==> config.mk <==
export PLATFORM = sky130hd
export DESIGN_NAME = dedup_receive_message_queue_unit
export DESIGN_NICKNAME = d
export VERILOG_FILES = /design/src/hw/rtl/drmq_pkg.sv /design/src/hw/rtl/dedup_receive_message_queue_unit.sv /design/src/hw/rtl/drmq_ctrl.sv /design/src/hw/rtl/drmq_datapath.sv
export VERILOG_INCLUDE_DIRS = /design/src /design/src/hw/rtl
export SDC_FILE = /design/constraint.sdc
export NUM_CORES = 2
export LEC_CHECK = 0
export BUFFER_PORTS_ARGS = -buffer_cell sky130_fd_sc_hd__clkbuf_2
export CAP_MARGIN = 20
export CORE_MARGIN = 2
export CORE_UTILIZATION = 28
export DETAILED_ROUTE_END_ITERATION = 7
export SKIP_CTS_REPAIR_TIMING = 1
export SYNTH_ARGS = -nofsm -noshare
export SYNTH_HDL_FRONTEND = slang
export SYNTH_SLANG_ARGS = --single-unit
export TNS_END_PERCENT = 100
==> constraint.sdc <==
create_clock -name clk_i -period 11.66 [get_ports clk_i]
set_clock_uncertainty 0.2 [all_clocks]
set_input_delay 3.498 -clock clk_i [delete_from_list [all_inputs] [get_ports clk_i]]
set_output_delay 3.498 -clock clk_i [all_outputs]
set_load 0.01 [all_outputs]
==> src/hw/rtl/dedup_receive_message_queue_unit_defines.svh <==
// ----------------------------------------------------------------------------
// Assertion macros for the duplicate-suppressing receive queue
// Shared property forms, clocked on clk_i and disabled during reset.
// ----------------------------------------------------------------------------
`ifndef DEDUP_RECEIVE_MESSAGE_QUEUE_UNIT_DEFINES_SVH
`define DEDUP_RECEIVE_MESSAGE_QUEUE_UNIT_DEFINES_SVH

// Same-cycle implication
`define DRMQ_ASSERT_NOW(lbl, ante, cons, msg) \
  lbl: assert property (@(posedge clk_i) disable iff (!rst_ni) (ante) |-> (cons)) \
    else $error(msg);

// Next-cycle implication
`define DRMQ_ASSERT_NEXT(lbl, ante, cons, msg) \
  lbl: assert property (@(posedge clk_i) disable iff (!rst_ni) (ante) |=> (cons)) \
    else $error(msg);

`endif

==> src/hw/rtl/drmq_pkg.sv <==
// ----------------------------------------------------------------------------
// drmq_pkg
// Types, sizes and codes shared by the receive queue controller and datapath.
// ----------------------------------------------------------------------------
package drmq_pkg;

  // Storage sizes
  localparam int QUEUE_DEPTH  = 16;
  localparam int RECENT_DEPTH = 16;
  localparam int STATIONS     = 8;

  localparam int QIDX_W   = (QUEUE_DEPTH > 1) ? $clog2(QUEUE_DEPTH) : 1;
  localparam int RIDX_W   = (RECENT_DEPTH > 1) ? $clog2(RECENT_DEPTH) : 1;
  localparam int HB_W     = (STATIONS > 1) ? $clog2(STATIONS) : 1;
  localparam int SCAN_LEN = (QUEUE_DEPTH > RECENT_DEPTH) ? QUEUE_DEPTH : RECENT_DEPTH;
  localparam int SIDX_W   = (SCAN_LEN > 1) ? $clog2(SCAN_LEN) : 1;

  // Field widths
  localparam int POS_W   = 3;
  localparam int ID_W    = 31;
  localparam int CMD_W   = 8;
  localparam int REF_W   = 16;
  localparam int TICK_W  = 32;
  localparam int ORDER_W = 32;
  localparam int LC_W    = 32;

  // Action codes
  localparam logic ACT_RECV  = 1'b0;
  localparam logic ACT_FETCH = 1'b1;

  typedef enum logic [1:0] {
    MK_RELIABLE   = 2'd0,
    MK_UNRELIABLE = 2'd1,
    MK_CONFIRM    = 2'd2,
    MK_HEARTBEAT  = 2'd3
  } kind_e;

  typedef enum logic [2:0] {
    RS_QUEUED    = 3'd0,
    RS_DUP       = 3'd1,
    RS_CONFIRM   = 3'd2,
    RS_HEARTBEAT = 3'd3,
    RS_OWN       = 3'd4,
    RS_FULL      = 3'd5,
    RS_FETCHED   = 3'd6,
    RS_EMPTY     = 3'd7
  } status_e;

  typedef enum logic [1:0] {
    S_IDLE   = 2'd0,
    S_SCAN   = 2'd1,
    S_FINISH = 2'd2
  } state_e;

  // Controller to datapath
  typedef struct packed {
    logic load;
    logic step;
    logic commit;
  } ctl_cmd_t;

  // Datapath to controller
  typedef struct packed {
    logic needs_scan;
    logic scan_last;
  } ctl_stat_t;

endpackage

==> src/hw/rtl/dedup_receive_message_queue_unit.sv <==
// ----------------------------------------------------------------------------
// dedup_receive_message_queue_unit
// Receive queue that drops own and duplicate messages, notes confirms and
// heartbeats, and hands out the oldest queued message on a fetch.
// ----------------------------------------------------------------------------
//  channel   handshake              payload
//  input     in_valid_i/in_ready_o  action_i .. now_tick_i
//  output    out_valid_o/out_ready_i status_o .. last_confirm_id_o
//  config    cfg_we_i (no wait)     cfg_wdata_i (own position)
//
// A fetch or a reliable/unreliable header from another station passes through
// an accept step, one scan step per slot/ring entry and a commit step before
// the next accept.
// Own, confirm and heartbeat headers go from accept straight to commit.
// The result register is loaded at commit; the next item is accepted while a
// result waits, and commit stalls only while the output is still held.
// Reset clears all control state, valid bits, the recent-id ring and the
// heartbeat table at once; no clearing pass.
// ----------------------------------------------------------------------------
module dedup_receive_message_queue_unit (
  input  logic                          clk_i,
  input  logic                          rst_ni,
  input  logic                          cfg_we_i,
  input  logic [drmq_pkg::POS_W-1:0]    cfg_wdata_i,
  input  logic                          in_valid_i,
  output logic                          in_ready_o,
  input  logic                          action_i,
  input  logic                          remove_i,
  input  logic [drmq_pkg::POS_W-1:0]    sender_i,
  input  logic [1:0]                    msg_kind_i,
  input  logic [drmq_pkg::ID_W-1:0]     msg_id_i,
  input  logic [drmq_pkg::CMD_W-1:0]    command_i,
  input  logic [drmq_pkg::REF_W-1:0]    payload_ref_i,
  input  logic [drmq_pkg::TICK_W-1:0]   now_tick_i,
  output logic                          out_valid_o,
  input  logic                          out_ready_i,
  output logic [2:0]                    status_o,
  output logic                          send_confirm_o,
  output logic [drmq_pkg::POS_W-1:0]    confirm_to_o,
  output logic [drmq_pkg::ID_W-1:0]     confirm_id_o,
  output logic [drmq_pkg::POS_W-1:0]    got_sender_o,
  output logic [1:0]                    got_kind_o,
  output logic [drmq_pkg::ID_W-1:0]     got_id_o,
  output logic [drmq_pkg::CMD_W-1:0]    got_command_o,
  output logic [drmq_pkg::REF_W-1:0]    got_ref_o,
  output logic signed [drmq_pkg::LC_W-1:0] last_confirm_id_o
);

  drmq_pkg::ctl_cmd_t  cmd;
  drmq_pkg::ctl_stat_t stat;

  // Sequencer
  drmq_ctrl u_ctrl (
    .clk_i       (clk_i),
    .rst_ni      (rst_ni),
    .in_valid_i  (in_valid_i),
    .in_ready_o  (in_ready_o),
    .out_valid_o (out_valid_o),
    .out_ready_i (out_ready_i),
    .stat_i      (stat),
    .cmd_o       (cmd)
  );

  // Storage, scan and result
  drmq_datapath u_dp (
    .clk_i             (clk_i),
    .rst_ni            (rst_ni),
    .cmd_i             (cmd),
    .stat_o            (stat),
    .cfg_we_i          (cfg_we_i),
    .cfg_wdata_i       (cfg_wdata_i),
    .action_i          (action_i),
    .remove_i          (remove_i),
    .sender_i          (sender_i),
    .msg_kind_i        (msg_kind_i),
    .msg_id_i          (msg_id_i),
    .command_i         (command_i),
    .payload_ref_i     (payload_ref_i),
    .now_tick_i        (now_tick_i),
    .status_o          (status_o),
    .send_confirm_o    (send_confirm_o),
    .confirm_to_o      (confirm_to_o),
    .confirm_id_o      (confirm_id_o),
    .got_sender_o      (got_sender_o),
    .got_kind_o        (got_kind_o),
    .got_id_o          (got_id_o),
    .got_command_o     (got_command_o),
    .got_ref_o         (got_ref_o),
    .last_confirm_id_o (last_confirm_id_o)
  );

endmodule

==> src/hw/rtl/drmq_ctrl.sv <==
// ----------------------------------------------------------------------------
// drmq_ctrl
// Sequencer: accept an item, run the slot scan when the item needs one, then
// commit the result into the output register once that register is free.
// ----------------------------------------------------------------------------
`include "dedup_receive_message_queue_unit_defines.svh"

module drmq_ctrl (
  input  logic                 clk_i,
  input  logic                 rst_ni,
  input  logic                 in_valid_i,
  output logic                 in_ready_o,
  output logic                 out_valid_o,
  input  logic                 out_ready_i,
  input  drmq_pkg::ctl_stat_t  stat_i,
  output drmq_pkg::ctl_cmd_t   cmd_o
);

  drmq_pkg::state_e state_q, state_d;
  logic             out_valid_q, out_valid_d;

  // State and output-valid registers
  always_ff @(posedge clk_i or negedge rst_ni) begin
    if (!rst_ni) begin
      state_q     <= drmq_pkg::S_IDLE;
      out_valid_q <= 1'b0;
    end else begin
      state_q     <= state_d;
      out_valid_q <= out_valid_d;
    end
  end

  // Next state and commands
  always_comb begin
    state_d     = state_q;
    cmd_o       = '0;
    in_ready_o  = 1'b0;
    out_valid_d = out_valid_q && !out_ready_i;
    case (state_q)
      drmq_pkg::S_IDLE: begin
        in_ready_o = 1'b1;
        if (in_valid_i) begin
          cmd_o.load = 1'b1;
          state_d    = stat_i.needs_scan ? drmq_pkg::S_SCAN : drmq_pkg::S_FINISH;
        end
      end
      drmq_pkg::S_SCAN: begin
        cmd_o.step = 1'b1;
        if (stat_i.scan_last) begin
          state_d = drmq_pkg::S_FINISH;
        end
      end
      drmq_pkg::S_FINISH: begin
        // Wait until the previous result has left the output register
        if (!out_valid_q || out_ready_i) begin
          cmd_o.commit = 1'b1;
          out_valid_d  = 1'b1;
          state_d      = drmq_pkg::S_IDLE;
        end
      end
      default: begin
        state_d = drmq_pkg::S_IDLE;
      end
    endcase
  end

  assign out_valid_o = out_valid_q;

  `DRMQ_ASSERT_NEXT(a_load_leaves_idle, cmd_o.load, (state_q == drmq_pkg::S_SCAN) || (state_q == drmq_pkg::S_FINISH), "accepted item did not start work")
  `DRMQ_ASSERT_NEXT(a_scan_ends_finish, (state_q == drmq_pkg::S_SCAN) && stat_i.scan_last, state_q == drmq_pkg::S_FINISH, "scan did not end in finish")
  `DRMQ_ASSERT_NEXT(a_commit_shows_result, cmd_o.commit, out_valid_o && (state_q == drmq_pkg::S_IDLE), "commit did not present a result")

endmodule

==> src/hw/rtl/drmq_datapath.sv <==
// ----------------------------------------------------------------------------
// drmq_datapath
// Slot store, recent-id ring, heartbeat table, scan unit and result register.
// One slot and one ring entry are examined per scan step.
// ----------------------------------------------------------------------------
module drmq_datapath (
  input  logic                          clk_i,
  input  logic                          rst_ni,
  input  drmq_pkg::ctl_cmd_t            cmd_i,
  output drmq_pkg::ctl_stat_t           stat_o,
  input  logic                          cfg_we_i,
  input  logic [drmq_pkg::POS_W-1:0]    cfg_wdata_i,
  input  logic                          action_i,
  input  logic                          remove_i,
  input  logic [drmq_pkg::POS_W-1:0]    sender_i,
  input  logic [1:0]                    msg_kind_i,
  input  logic [drmq_pkg::ID_W-1:0]     msg_id_i,
  input  logic [drmq_pkg::CMD_W-1:0]    command_i,
  input  logic [drmq_pkg::REF_W-1:0]    payload_ref_i,
  input  logic [drmq_pkg::TICK_W-1:0]   now_tick_i,
  output logic [2:0]                    status_o,
  output logic                          send_confirm_o,
  output logic [drmq_pkg::POS_W-1:0]    confirm_to_o,
  output logic [drmq_pkg::ID_W-1:0]     confirm_id_o,
  output logic [drmq_pkg::POS_W-1:0]    got_sender_o,
  output logic [1:0]                    got_kind_o,
  output logic [drmq_pkg::ID_W-1:0]     got_id_o,
  output logic [drmq_pkg::CMD_W-1:0]    got_command_o,
  output logic [drmq_pkg::REF_W-1:0]    got_ref_o,
  output logic signed [drmq_pkg::LC_W-1:0] last_confirm_id_o
);

  // Configuration and persistent state
  logic [drmq_pkg::POS_W-1:0]   own_q;
  logic                         slot_valid_q [drmq_pkg::QUEUE_DEPTH];
  logic [drmq_pkg::ORDER_W-1:0] slot_order_q [drmq_pkg::QUEUE_DEPTH];
  logic [drmq_pkg::ID_W-1:0]    slot_id_q    [drmq_pkg::QUEUE_DEPTH];
  logic [drmq_pkg::POS_W-1:0]   slot_sender_q[drmq_pkg::QUEUE_DEPTH];
  logic [1:0]                   slot_kind_q  [drmq_pkg::QUEUE_DEPTH];
  logic [drmq_pkg::CMD_W-1:0]   slot_cmd_q   [drmq_pkg::QUEUE_DEPTH];
  logic [drmq_pkg::REF_W-1:0]   slot_ref_q   [drmq_pkg::QUEUE_DEPTH];
  logic [drmq_pkg::ID_W-1:0]    recent_q     [drmq_pkg::RECENT_DEPTH];
  logic [drmq_pkg::TICK_W-1:0]  hb_time_q    [drmq_pkg::STATIONS];
  logic [drmq_pkg::ORDER_W-1:0] order_cnt_q;
  logic [drmq_pkg::RIDX_W-1:0]  recent_ptr_q;
  logic [drmq_pkg::LC_W-1:0]    last_conf_q;

  // Latched item
  logic                         act_q, rem_q;
  logic [drmq_pkg::POS_W-1:0]   sender_q;
  logic [1:0]                   kind_q;
  logic [drmq_pkg::ID_W-1:0]    id_q;
  logic [drmq_pkg::CMD_W-1:0]   cmd_q;
  logic [drmq_pkg::REF_W-1:0]   ref_q;
  logic [drmq_pkg::TICK_W-1:0]  tick_q;

  // Scan state
  logic [drmq_pkg::SIDX_W-1:0]  idx_q;
  logic                         free_found_q, dup_q, best_found_q;
  logic [drmq_pkg::QIDX_W-1:0]  free_idx_q, best_idx_q;
  logic [drmq_pkg::ORDER_W-1:0] best_order_q;
  logic [drmq_pkg::POS_W-1:0]   best_sender_q;
  logic [1:0]                   best_kind_q;
  logic [drmq_pkg::ID_W-1:0]    best_id_q;
  logic [drmq_pkg::CMD_W-1:0]   best_cmd_q;
  logic [drmq_pkg::REF_W-1:0]   best_ref_q;

  // Result register
  drmq_pkg::status_e            res_status_q;
  logic                         res_conf_q;
  logic [drmq_pkg::POS_W-1:0]   res_conf_to_q;
  logic [drmq_pkg::ID_W-1:0]    res_conf_id_q;
  logic [drmq_pkg::POS_W-1:0]   res_sender_q;
  logic [1:0]                   res_kind_q;
  logic [drmq_pkg::ID_W-1:0]    res_id_q;
  logic [drmq_pkg::CMD_W-1:0]   res_cmd_q;
  logic [drmq_pkg::REF_W-1:0]   res_ref_q;
  logic [drmq_pkg::LC_W-1:0]    res_lc_q;

  // Scan step signals
  logic [drmq_pkg::QIDX_W-1:0]  qi;
  logic [drmq_pkg::RIDX_W-1:0]  ri;
  logic                         q_in, r_in;
  logic                         s_valid;
  logic [drmq_pkg::ORDER_W-1:0] s_order;
  logic                         take_best, take_free, hit_slot, hit_ring;

  // Commit decisions
  drmq_pkg::status_e            c_status;
  logic                         c_conf;
  logic                         c_got;
  logic                         c_enqueue, c_remove, c_hb, c_lc;
  logic [drmq_pkg::LC_W-1:0]    c_lc_val;

  // Scan bookkeeping
  assign stat_o.needs_scan = (action_i == drmq_pkg::ACT_FETCH) ||
                             ((sender_i != own_q) &&
                              ((msg_kind_i == drmq_pkg::MK_RELIABLE) ||
                               (msg_kind_i == drmq_pkg::MK_UNRELIABLE)));
  assign stat_o.scan_last  = (idx_q == drmq_pkg::SIDX_W'(drmq_pkg::SCAN_LEN - 1));

  assign qi   = idx_q[drmq_pkg::QIDX_W-1:0];
  assign ri   = idx_q[drmq_pkg::RIDX_W-1:0];
  assign q_in = {1'b0, idx_q} < (drmq_pkg::SIDX_W + 1)'(drmq_pkg::QUEUE_DEPTH);
  assign r_in = {1'b0, idx_q} < (drmq_pkg::SIDX_W + 1)'(drmq_pkg::RECENT_DEPTH);

  assign s_valid   = q_in && slot_valid_q[qi];
  assign s_order   = slot_order_q[qi];
  assign take_best = s_valid && (!best_found_q || (s_order < best_order_q));
  assign take_free = q_in && !slot_valid_q[qi] && !free_found_q;
  assign hit_slot  = s_valid && (slot_id_q[qi] == id_q);
  assign hit_ring  = r_in && (recent_q[ri] == id_q);

  // Latch the item, then advance the scan one slot per cycle
  always_ff @(posedge clk_i) begin
    if (cmd_i.load) begin
      act_q        <= action_i;
      rem_q        <= remove_i;
      sender_q     <= sender_i;
      kind_q       <= msg_kind_i;
      id_q         <= msg_id_i;
      cmd_q        <= command_i;
      ref_q        <= payload_ref_i;
      tick_q       <= now_tick_i;
      idx_q        <= '0;
      free_found_q <= 1'b0;
      dup_q        <= 1'b0;
      best_found_q <= 1'b0;
    end else if (cmd_i.step) begin
      idx_q <= idx_q + 1'b1;
      if (take_best) begin
        best_found_q  <= 1'b1;
        best_idx_q    <= qi;
        best_order_q  <= s_order;
        best_sender_q <= slot_sender_q[qi];
        best_kind_q   <= slot_kind_q[qi];
        best_id_q     <= slot_id_q[qi];
        best_cmd_q    <= slot_cmd_q[qi];
        best_ref_q    <= slot_ref_q[qi];
      end
      if (take_free) begin
        free_found_q <= 1'b1;
        free_idx_q   <= qi;
      end
      if (hit_slot || hit_ring) begin
        dup_q <= 1'b1;
      end
    end
  end

  // Decide the outcome of the item
  always_comb begin
    c_status  = drmq_pkg::RS_EMPTY;
    c_conf    = 1'b0;
    c_got     = 1'b0;
    c_enqueue = 1'b0;
    c_remove  = 1'b0;
    c_hb      = 1'b0;
    c_lc      = 1'b0;
    c_lc_val  = last_conf_q;
    if (act_q == drmq_pkg::ACT_FETCH) begin
      if (best_found_q) begin
        c_status = drmq_pkg::RS_FETCHED;
        c_got    = 1'b1;
        c_remove = rem_q;
      end else begin
        c_status = drmq_pkg::RS_EMPTY;
      end
    end else if (sender_q == own_q) begin
      c_status = drmq_pkg::RS_OWN;
    end else if (kind_q == drmq_pkg::MK_CONFIRM) begin
      c_status = drmq_pkg::RS_CONFIRM;
      c_lc     = 1'b1;
      c_lc_val = {1'b0, id_q};
    end else if (kind_q == drmq_pkg::MK_HEARTBEAT) begin
      c_status = drmq_pkg::RS_HEARTBEAT;
      c_hb     = {1'b0, sender_q} < (drmq_pkg::POS_W + 1)'(drmq_pkg::STATIONS);
    end else if (!free_found_q) begin
      c_status = drmq_pkg::RS_FULL;
    end else begin
      c_conf = (kind_q == drmq_pkg::MK_RELIABLE);
      if (dup_q) begin
        c_status = drmq_pkg::RS_DUP;
      end else begin
        c_status  = drmq_pkg::RS_QUEUED;
        c_enqueue = 1'b1;
      end
    end
  end

  // Configuration and reset-cleared state
  always_ff @(posedge clk_i or negedge rst_ni) begin
    if (!rst_ni) begin
      own_q        <= '0;
      order_cnt_q  <= '0;
      recent_ptr_q <= '0;
      last_conf_q  <= '1;
      for (int i = 0; i < drmq_pkg::QUEUE_DEPTH; i++) begin
        slot_valid_q[i] <= 1'b0;
      end
      for (int i = 0; i < drmq_pkg::RECENT_DEPTH; i++) begin
        recent_q[i] <= '0;
      end
      for (int i = 0; i < drmq_pkg::STATIONS; i++) begin
        hb_time_q[i] <= '0;
      end
    end else begin
      if (cfg_we_i) begin
        own_q <= cfg_wdata_i;
      end
      if (cmd_i.commit) begin
        if (c_lc) begin
          last_conf_q <= c_lc_val;
        end
        if (c_hb) begin
          hb_time_q[sender_q[drmq_pkg::HB_W-1:0]] <= tick_q;
        end
        if (c_remove) begin
          slot_valid_q[best_idx_q] <= 1'b0;
        end
        if (c_enqueue) begin
          slot_valid_q[free_idx_q] <= 1'b1;
          order_cnt_q              <= order_cnt_q + 1'b1;
          recent_q[recent_ptr_q]   <= id_q;
          if (recent_ptr_q == drmq_pkg::RIDX_W'(drmq_pkg::RECENT_DEPTH - 1)) begin
            recent_ptr_q <= '0;
          end else begin
            recent_ptr_q <= recent_ptr_q + 1'b1;
          end
        end
      end
    end
  end

  // Slot payload store
  always_ff @(posedge clk_i) begin
    if (cmd_i.commit && c_enqueue) begin
      slot_order_q[free_idx_q]  <= order_cnt_q;
      slot_id_q[free_idx_q]     <= id_q;
      slot_sender_q[free_idx_q] <= sender_q;
      slot_kind_q[free_idx_q]   <= kind_q;
      slot_cmd_q[free_idx_q]    <= cmd_q;
      slot_ref_q[free_idx_q]    <= ref_q;
    end
  end

  // Result register
  always_ff @(posedge clk_i) begin
    if (cmd_i.commit) begin
      res_status_q  <= c_status;
      res_conf_q    <= c_conf;
      res_conf_to_q <= c_conf ? sender_q : '0;
      res_conf_id_q <= c_conf ? id_q : '0;
      res_sender_q  <= c_got ? best_sender_q : '0;
      res_kind_q    <= c_got ? best_kind_q : '0;
      res_id_q      <= c_got ? best_id_q : '0;
      res_cmd_q     <= c_got ? best_cmd_q : '0;
      res_ref_q     <= c_got ? best_ref_q : '0;
      res_lc_q      <= c_lc_val;
    end
  end

  assign status_o          = res_status_q;
  assign send_confirm_o    = res_conf_q;
  assign confirm_to_o      = res_conf_to_q;
  assign confirm_id_o      = res_conf_id_q;
  assign got_sender_o      = res_sender_q;
  assign got_kind_o        = res_kind_q;
  assign got_id_o          = res_id_q;
  assign got_command_o     = res_cmd_q;
  assign got_ref_o         = res_ref_q;
  assign last_confirm_id_o = $signed(res_lc_q);

endmodule
# After elaboration in Yosys (flattened, before gate mapping)
# Memories as Yosys holds them, arrays and structs flattened. A register that Yosys moved wholly into a read port is not among the register bits.
# Cells that the tools add are included.
# W data, S select, Z words.
dict set report totals {
  memories 6
  wordCells 196
  inputBits 102
  register_bits 856
  out_inout_bits 132
  ramBits 1472
}
# name depth word_bits rd rd_clocked_by_memory_dff wr line
set memory_table {}
lappend memory_table {u_dp.slot_order_q 16 32 1 1 1 drmq_datapath.sv:36} ;# logic [drmq_pkg::ORDER_W-1:0] slot_order_q [drmq_pkg::QUEUE_DEPTH];
lappend memory_table {u_dp.slot_id_q 16 31 1 1 1 drmq_datapath.sv:37} ;# logic [drmq_pkg::ID_W-1:0] slot_id_q [drmq_pkg::QUEUE_DEPTH];
lappend memory_table {u_dp.slot_ref_q 16 16 1 1 1 drmq_datapath.sv:41} ;# logic [drmq_pkg::REF_W-1:0] slot_ref_q [drmq_pkg::QUEUE_DEPTH];
lappend memory_table {u_dp.slot_cmd_q 16 8 1 1 1 drmq_datapath.sv:40} ;# logic [drmq_pkg::CMD_W-1:0] slot_cmd_q [drmq_pkg::QUEUE_DEPTH];
lappend memory_table {u_dp.slot_sender_q 16 3 1 1 1 drmq_datapath.sv:38} ;# logic [drmq_pkg::POS_W-1:0] slot_sender_q[drmq_pkg::QUEUE_DEPTH];
lappend memory_table {u_dp.slot_kind_q 16 2 1 1 1 drmq_datapath.sv:39} ;# logic [1:0] slot_kind_q [drmq_pkg::QUEUE_DEPTH];
dict set report classes {
  n_reduce_logical 30
  addsub 3
  eq_ne 14
  magnitude_cmp 8
  bitwise_logic 8
  n_mux 64
}
# operator n
set op_table {}
lappend op_table {{$bwmux W496} 1}
lappend op_table {{$bmux W31 S4} 1}
lappend op_table {{$demux W31 S4} 1}
lappend op_table {{$mux W32} 3}
lappend op_table {{$mux W31} 3}
lappend op_table {{$eq A31 B31 Y1} 2}
lappend op_table {{$mux W16} 3}
lappend op_table {{$mux W1} 34}
lappend op_table {{$add A32 B1 Y32 const B} 1}
lappend op_table {{$lt A32 B32 Y1} 1}
lappend op_table {{$ge A5 B5 Y1 const B} 4}
lappend op_table {{$mux W4} 5}
lappend op_table {{$not A4 Y5} 4}
lappend op_table {{$and A16 B16 Y16} 1}
lappend op_table {{$not A16 Y16} 1}
lappend op_table {{$or A16 B16 Y16} 1}
lappend op_table {{$lt A5 B1 Y1 const B} 3}
lappend op_table {{$mux W3} 5}
lappend op_table {{$reduce_and A2 Y1} 5}
lappend op_table {{$logic_and A1 B1 Y1} 9}
lappend op_table {{$reduce_and A3 Y1} 3}
lappend op_table {{$add A4 B1 Y4 const B} 2}
lappend op_table {{$demux W1 S4} 2}
lappend op_table {{$eq A4 B4 Y1 const B} 2}
lappend op_table {{13 further kinds} 30}

# Depth between registers and ports, before layout
dict set report logic_depth {
  word_depth 11
  ltp_mapped 18
  mapped_depth_nobuf 11
}

# Modules after synthesis
# Synthesis repeated with hierarchy kept, for this count alone.
dict set report unflattened {
  cells_unflattened 5020
  hier_area_um2 93930.1
}
# mod instances area_each_um2 seq_area_each_um2 cells_each
set modules_own_cells {}
lappend modules_own_cells {drmq_datapath 1 93757.4 67820.0 5002}
lappend modules_own_cells {drmq_ctrl 1 172.7 75.1 18}

# Worst setup path after synthesis
# Ideal clock, no wire load.
dict set report synth_timing {
  kind {input-to-reg}
  from {input port out_ready_i}
  to {register u_dp.last_conf_q[10] (netlist bit)}
  setup_time_ns 0.082
  t_arrival_ns 11.009
  required_time_ns 11.378
  cell_stages 5
  slack_ns 0.369
  path_buffers 1
  cell_sequence {nor2b_1 -> nor2_1 -> nand2_1 -> clkbuf_1 -> mux2_2}
}
# element line
set synth_lines {}
lappend synth_lines {{from (decl)} dedup_receive_message_queue_unit.sv:36} ;# input logic out_ready_i,
lappend synth_lines {{to (signal assigned)} drmq_datapath.sv:213} ;# last_conf_q <= c_lc_val;
lappend synth_lines {{to (decl)} drmq_datapath.sv:46} ;# logic [drmq_pkg::LC_W-1:0] last_conf_q;

# Worst setup path after layout
dict set report layout_timing {
  from {input port out_ready_i}
  to {memory u_dp.slot_ref_q[4][6] (netlist bit) (enable)}
}
dict set report layout_between {
  elab_chain_len 6
}
# element line
set layout_rtl {}
lappend layout_rtl {{$logic_or A1 B1 Y1} drmq_ctrl.sv:55} ;# if (!out_valid_q || out_ready_i) begin
lappend layout_rtl {{$mux W1} drmq_ctrl.sv:55}
lappend layout_rtl {{$mux W1} drmq_ctrl.sv:39} ;# case (state_q)
lappend layout_rtl {{$logic_and A1 B1 Y1} drmq_datapath.sv:237} ;# if (cmd_i.commit && c_enqueue) begin
lappend layout_rtl {{$mux W1} drmq_datapath.sv:237}
lappend layout_rtl {{$mux W1 (not written as such)} drmq_datapath.sv:243} ;# slot_ref_q[free_idx_q] <= ref_q;
lappend layout_rtl {{to (decl)} drmq_datapath.sv:41}
# Every way passes these cells.

==> reports/summary.log <==
qor: cells_and_area.n_fill_cell 32138
qor: setup_path.cpMaxStageDelayCell buf_4
qor: clocking.tritoncts yes
qor: floorplan.die-area 342600 sq um
qor: sta.min_period_over_period 0.5856
qor: yosys.postSynth.asyncResetShare 0.2482
qor: yosys.yosys.cell_types.count 80
qor: outcome.run_status completed
qor: cells_and_area.fraction_of_layout_instances_using_a_drive_strength_above_1 0.2656
qor: setup_path.critical_path.startpoint_type input pin
qor: yosys.synth-edff-count 1764
qor: drt.vias 49968
qor: power.leakage 36.90 nW
qor: clocking.clock_sink_count 2361
qor: grt.first_global_vias 51368
qor: placed_design.place_hpwl 141700 um
qor: drt.post-route-drc-count 0
qor: grt.antenna_found_initial 12
qor: setup_path.endpoint_kind flop
qor: setup_path.critical_path.max_stage_delay 0.94 ns
qor: cells_and_area.area_growth 14.85%
qor: clocking.worst_setup_hold_path_clk_slew 0.06 ns
qor: placed_design.dpl-instance-area 101000 sq um
qor: grt.grt_remaining_overflow 0
qor: sta.minimum_period_implied_by_the_final_worst_setup_slack 6.829 ns
qor: floorplan.top_level_ports 234
qor: clocking.insertion_delay 0.91 ns
qor: sta.timing_worst_slew_pin_value 1.161 ns
qor: hold_path.min_path_type reg -> reg
qor: cells_and_area.final_area 108700 sq um
qor: sta.hold_ws 0.2729 ns
qor: sta.final_count_of_negative_setup_slack_endpoints 0
qor: placed_design.placement.io_buffers 201
qor: yosys.ys_seq_area_frac 0.7175
qor: yosys.syn-mean-instance-area 17.80 sq um
qor: power.pd_cells 199.7 nW/um^2
qor: sta.setup_slack 4.831 ns
qor: yosys.syn-cell-area 94630 sq um
qor: drt.wire_length_per_cell_after_detailed_routing 25.02 um
qor: setup_path.critPathArrivalTime 7.13 ns
qor: floorplan.die-width 585.3 um
qor: clocking.tritoncts.num_buffers 238
qor: drt.dr.first_iter.drc_count 5025
qor: setup_path.critical_path_peak_fanout 44
qor: floorplan.core-area 336600 sq um
qor: clocking.htree_levels 4
qor: floorplan.initial_core_util 0.2811
qor: cells_and_area.seqCellArea 67920 sq um
qor: sta.unrepaired_setup_endpoints_after_global_routing no
qor: grt.grt.total_usage 0.1471
qor: sta.finalHoldViolations 0
qor: setup_path.path_cells clkbuf_2 > nor2b_1 > nor3b_1 > and2_1 > nand3b_1 > nor2_4 > buf_4
qor: sta.fin_setup_tns 0 ns
qor: drt.detail-route-antenna-nets 0
qor: yosys.main_synth_ff_type edfxtp_1
qor: sta.fmax 0.1464 GHz
qor: setup_path.critPathRequiredTime 11.97 ns
qor: yosys.synthCells 5315
qor: cells_and_area.multiInputGateArea 24960 sq um
qor: clocking.cts.root.buffer_cell clkbuf_16
qor: yosys.yosys_register_bits 2361
qor: yosys.synth_warnings 0
qor: sta.slew_hr 0.2261
qor: sta.slew_limit_fails 0
qor: run.timing.max_cap.violations 0
qor: power.peakVddDrop 173.7 uV
qor: drt.wirelength 256500 um
qor: clocking.worst_case_clock_buffer_depth 4
qor: cells_and_area.layout.core_utilization 0.3229
qor: drt.via_per_inst 4.873
qor: placed_design.preCtsSetupSlack 3.853 ns
qor: floorplan.die_height 585.3 um
qor: grt.grt_pass1_wl 368400 um
qor: grt.grt_max_degree 168
qor: drt.drtPass1Iterations 5
qor: placed_design.routability_congestion_estimate_from_global_placement 0.7849
qor: yosys.mappedNetlistNets 5454
qor: setup_path.timing.setup.critical_path_class in -> reg
qor: floorplan.placementRows 213
qor: cells_and_area.final_nets 5683
[layer usage]
| metal | track usage | vias to the layer above | share of wire |
|---|---|---|---|
| li1 | - | 21207 | - |
| met1 | 0.2005 | 26727 | 0.43 |
| met2 | 0.2457 | 1661 | 0.49 |
| met3 | 0.02173 | 373 | 0.060 |
| met4 | 0.03765 | 0 | 0.025 |
| met5 | 0 | - | 0 |
[registers in the layout, indices dropped and copies added (netlist names), 31 cells and up, named ones only]
register                cells
u_dp.slot_order_q         512
u_dp.recent_q             496
u_dp.slot_id_q            496
u_dp.slot_ref_q           256
u_dp.slot_cmd_q           128
u_dp.slot_sender_q         48
u_dp.best_order_q          32
u_dp.last_conf_q           32
u_dp.last_confirm_id_o     32
u_dp.order_cnt_q           32
u_dp.slot_kind_q           32
u_dp.best_id_q             31
u_dp.confirm_id_o          31
u_dp.got_id_o              31
u_dp.id_q                  31
[Yosys cell counts, types with 32 or more instances]
cell,count,share of area
edfxtp_1,1764,0.56
buf_4,33,0.0026
nor2_1,94,0.0037
mux2i_1,130,0.014
dfrtp_1,554,0.15
o21ai_0,432,0.023
dfstp_2,32,0.0089
mux4_2,512,0.12
nand2_1,477,0.019
and2_1,47,0.0031
inv_1,61,0.0024
mux2_2,222,0.026
and3_1,82,0.0054
nand3_1,38,0.0020
clkbuf_1,214,0.0085
xnor2_1,89,0.0082
buf_2,68,0.0036
ha_1,37,0.0049
a21oi_1,50,0.0026
[layout by cell type, fill, tap and decap left out, types with 15 or more instances in the layout]
master / n
mux4_2: 512
clkinv_1: 30
a22oi_1: 20
clkbuf_2: 200
nand4_1: 29
dfrtp_1: 554
a22o_1: 15
o22ai_1: 16
clkinv_2: 44
ha_1: 37
bufinv_16: 22
xnor2_1: 89
a21o_1: 16
nand2_1: 464
nor3_1: 25
and2_1: 46
nor2_4: 17
mux2_2: 222
mux2i_1: 130
nor2b_1: 19
nand3_1: 38
a21oi_1: 50
buf_4: 141
o21ai_0: 432
xor2_1: 15
nor2_1: 77
and3_1: 82
dfstp_2: 32
edfxtp_1: 1764
clkbuf_16: 239
inv_1: 59
clkbuf_8: 17
clkbuf_1: 58
[metrics by stage]
stage,power [mW],cells
floorplan,12.86,5315
global placement,14.29,9819
detailed placement,14.33,9819
CTS,21.97,10250
global route,22.53,10252
finish,21.70,10255
[where the power goes]
| part | leakage (nW) | switching (mW) | internal, mW |
|---|---|---|---|
| clock network | 3.75 | 3.26 | 4.36 |
| logic | 10.1 | 2.57 | 1.82 |
| registers | 23.1 | 0.348 | 9.35 |
[layout make-up]
| type | instances | share of cell area |
|---|---|---|
| flip-flops and latches | 2361 | 0.6250 |
| multi-input cells | 2528 | 0.2297 |
| clock buffers | 314 | 0.05919 |
| well taps | 4515 | 0.05198 |
| repair buffers | 350 | 0.02056 |
| clock inverters | 117 | 0.01120 |
| inverters | 65 | 0.002314 |
| diodes | 5 | 0.0001151 |
[worst max-delay path, delay by kind of cell]
family        cells  cell delay, ns
buf+inv           2            1.03
simple gates      5            2.53
[cells by family (layout without fill, tap and decap cells)]
kind of cell               Yosys count  in the layout  synth area share
DFF                               2361           2361            0.7175
xor gates and xnor gates           104            104          0.009626
muxes                              879            879            0.1662
buffers and inverters              426            846           0.02083
AOI/OAI and AO/OA                  634            634           0.03853
adders and majority gates           37             37          0.004892
and+or+nand+nor                    874            874           0.04247
other                                0              5                 0
[path summary, 6_finish.rpt]
path	start	slack (ns)	cells past startpoint	endpoint
min in group asynchronous	rst_ni	2.42	1	u_dp.recent_q[46]
max in group asynchronous	rst_ni	6.82	3	u_dp.order_cnt_q[20]
worst min register to register	u_dp.recent_q[212]	0.27	2	u_dp.recent_q[212]
worst min-delay path	u_dp.recent_q[212]	0.27	2	u_dp.recent_q[212]
worst max register to register	flop	5.25	10	u_dp.best_id_q[16]
worst max-delay path	out_ready_i	4.83	7	u_dp.slot_ref_q[4][6]
No activity file was read; power rests on OpenSTA's default activity.
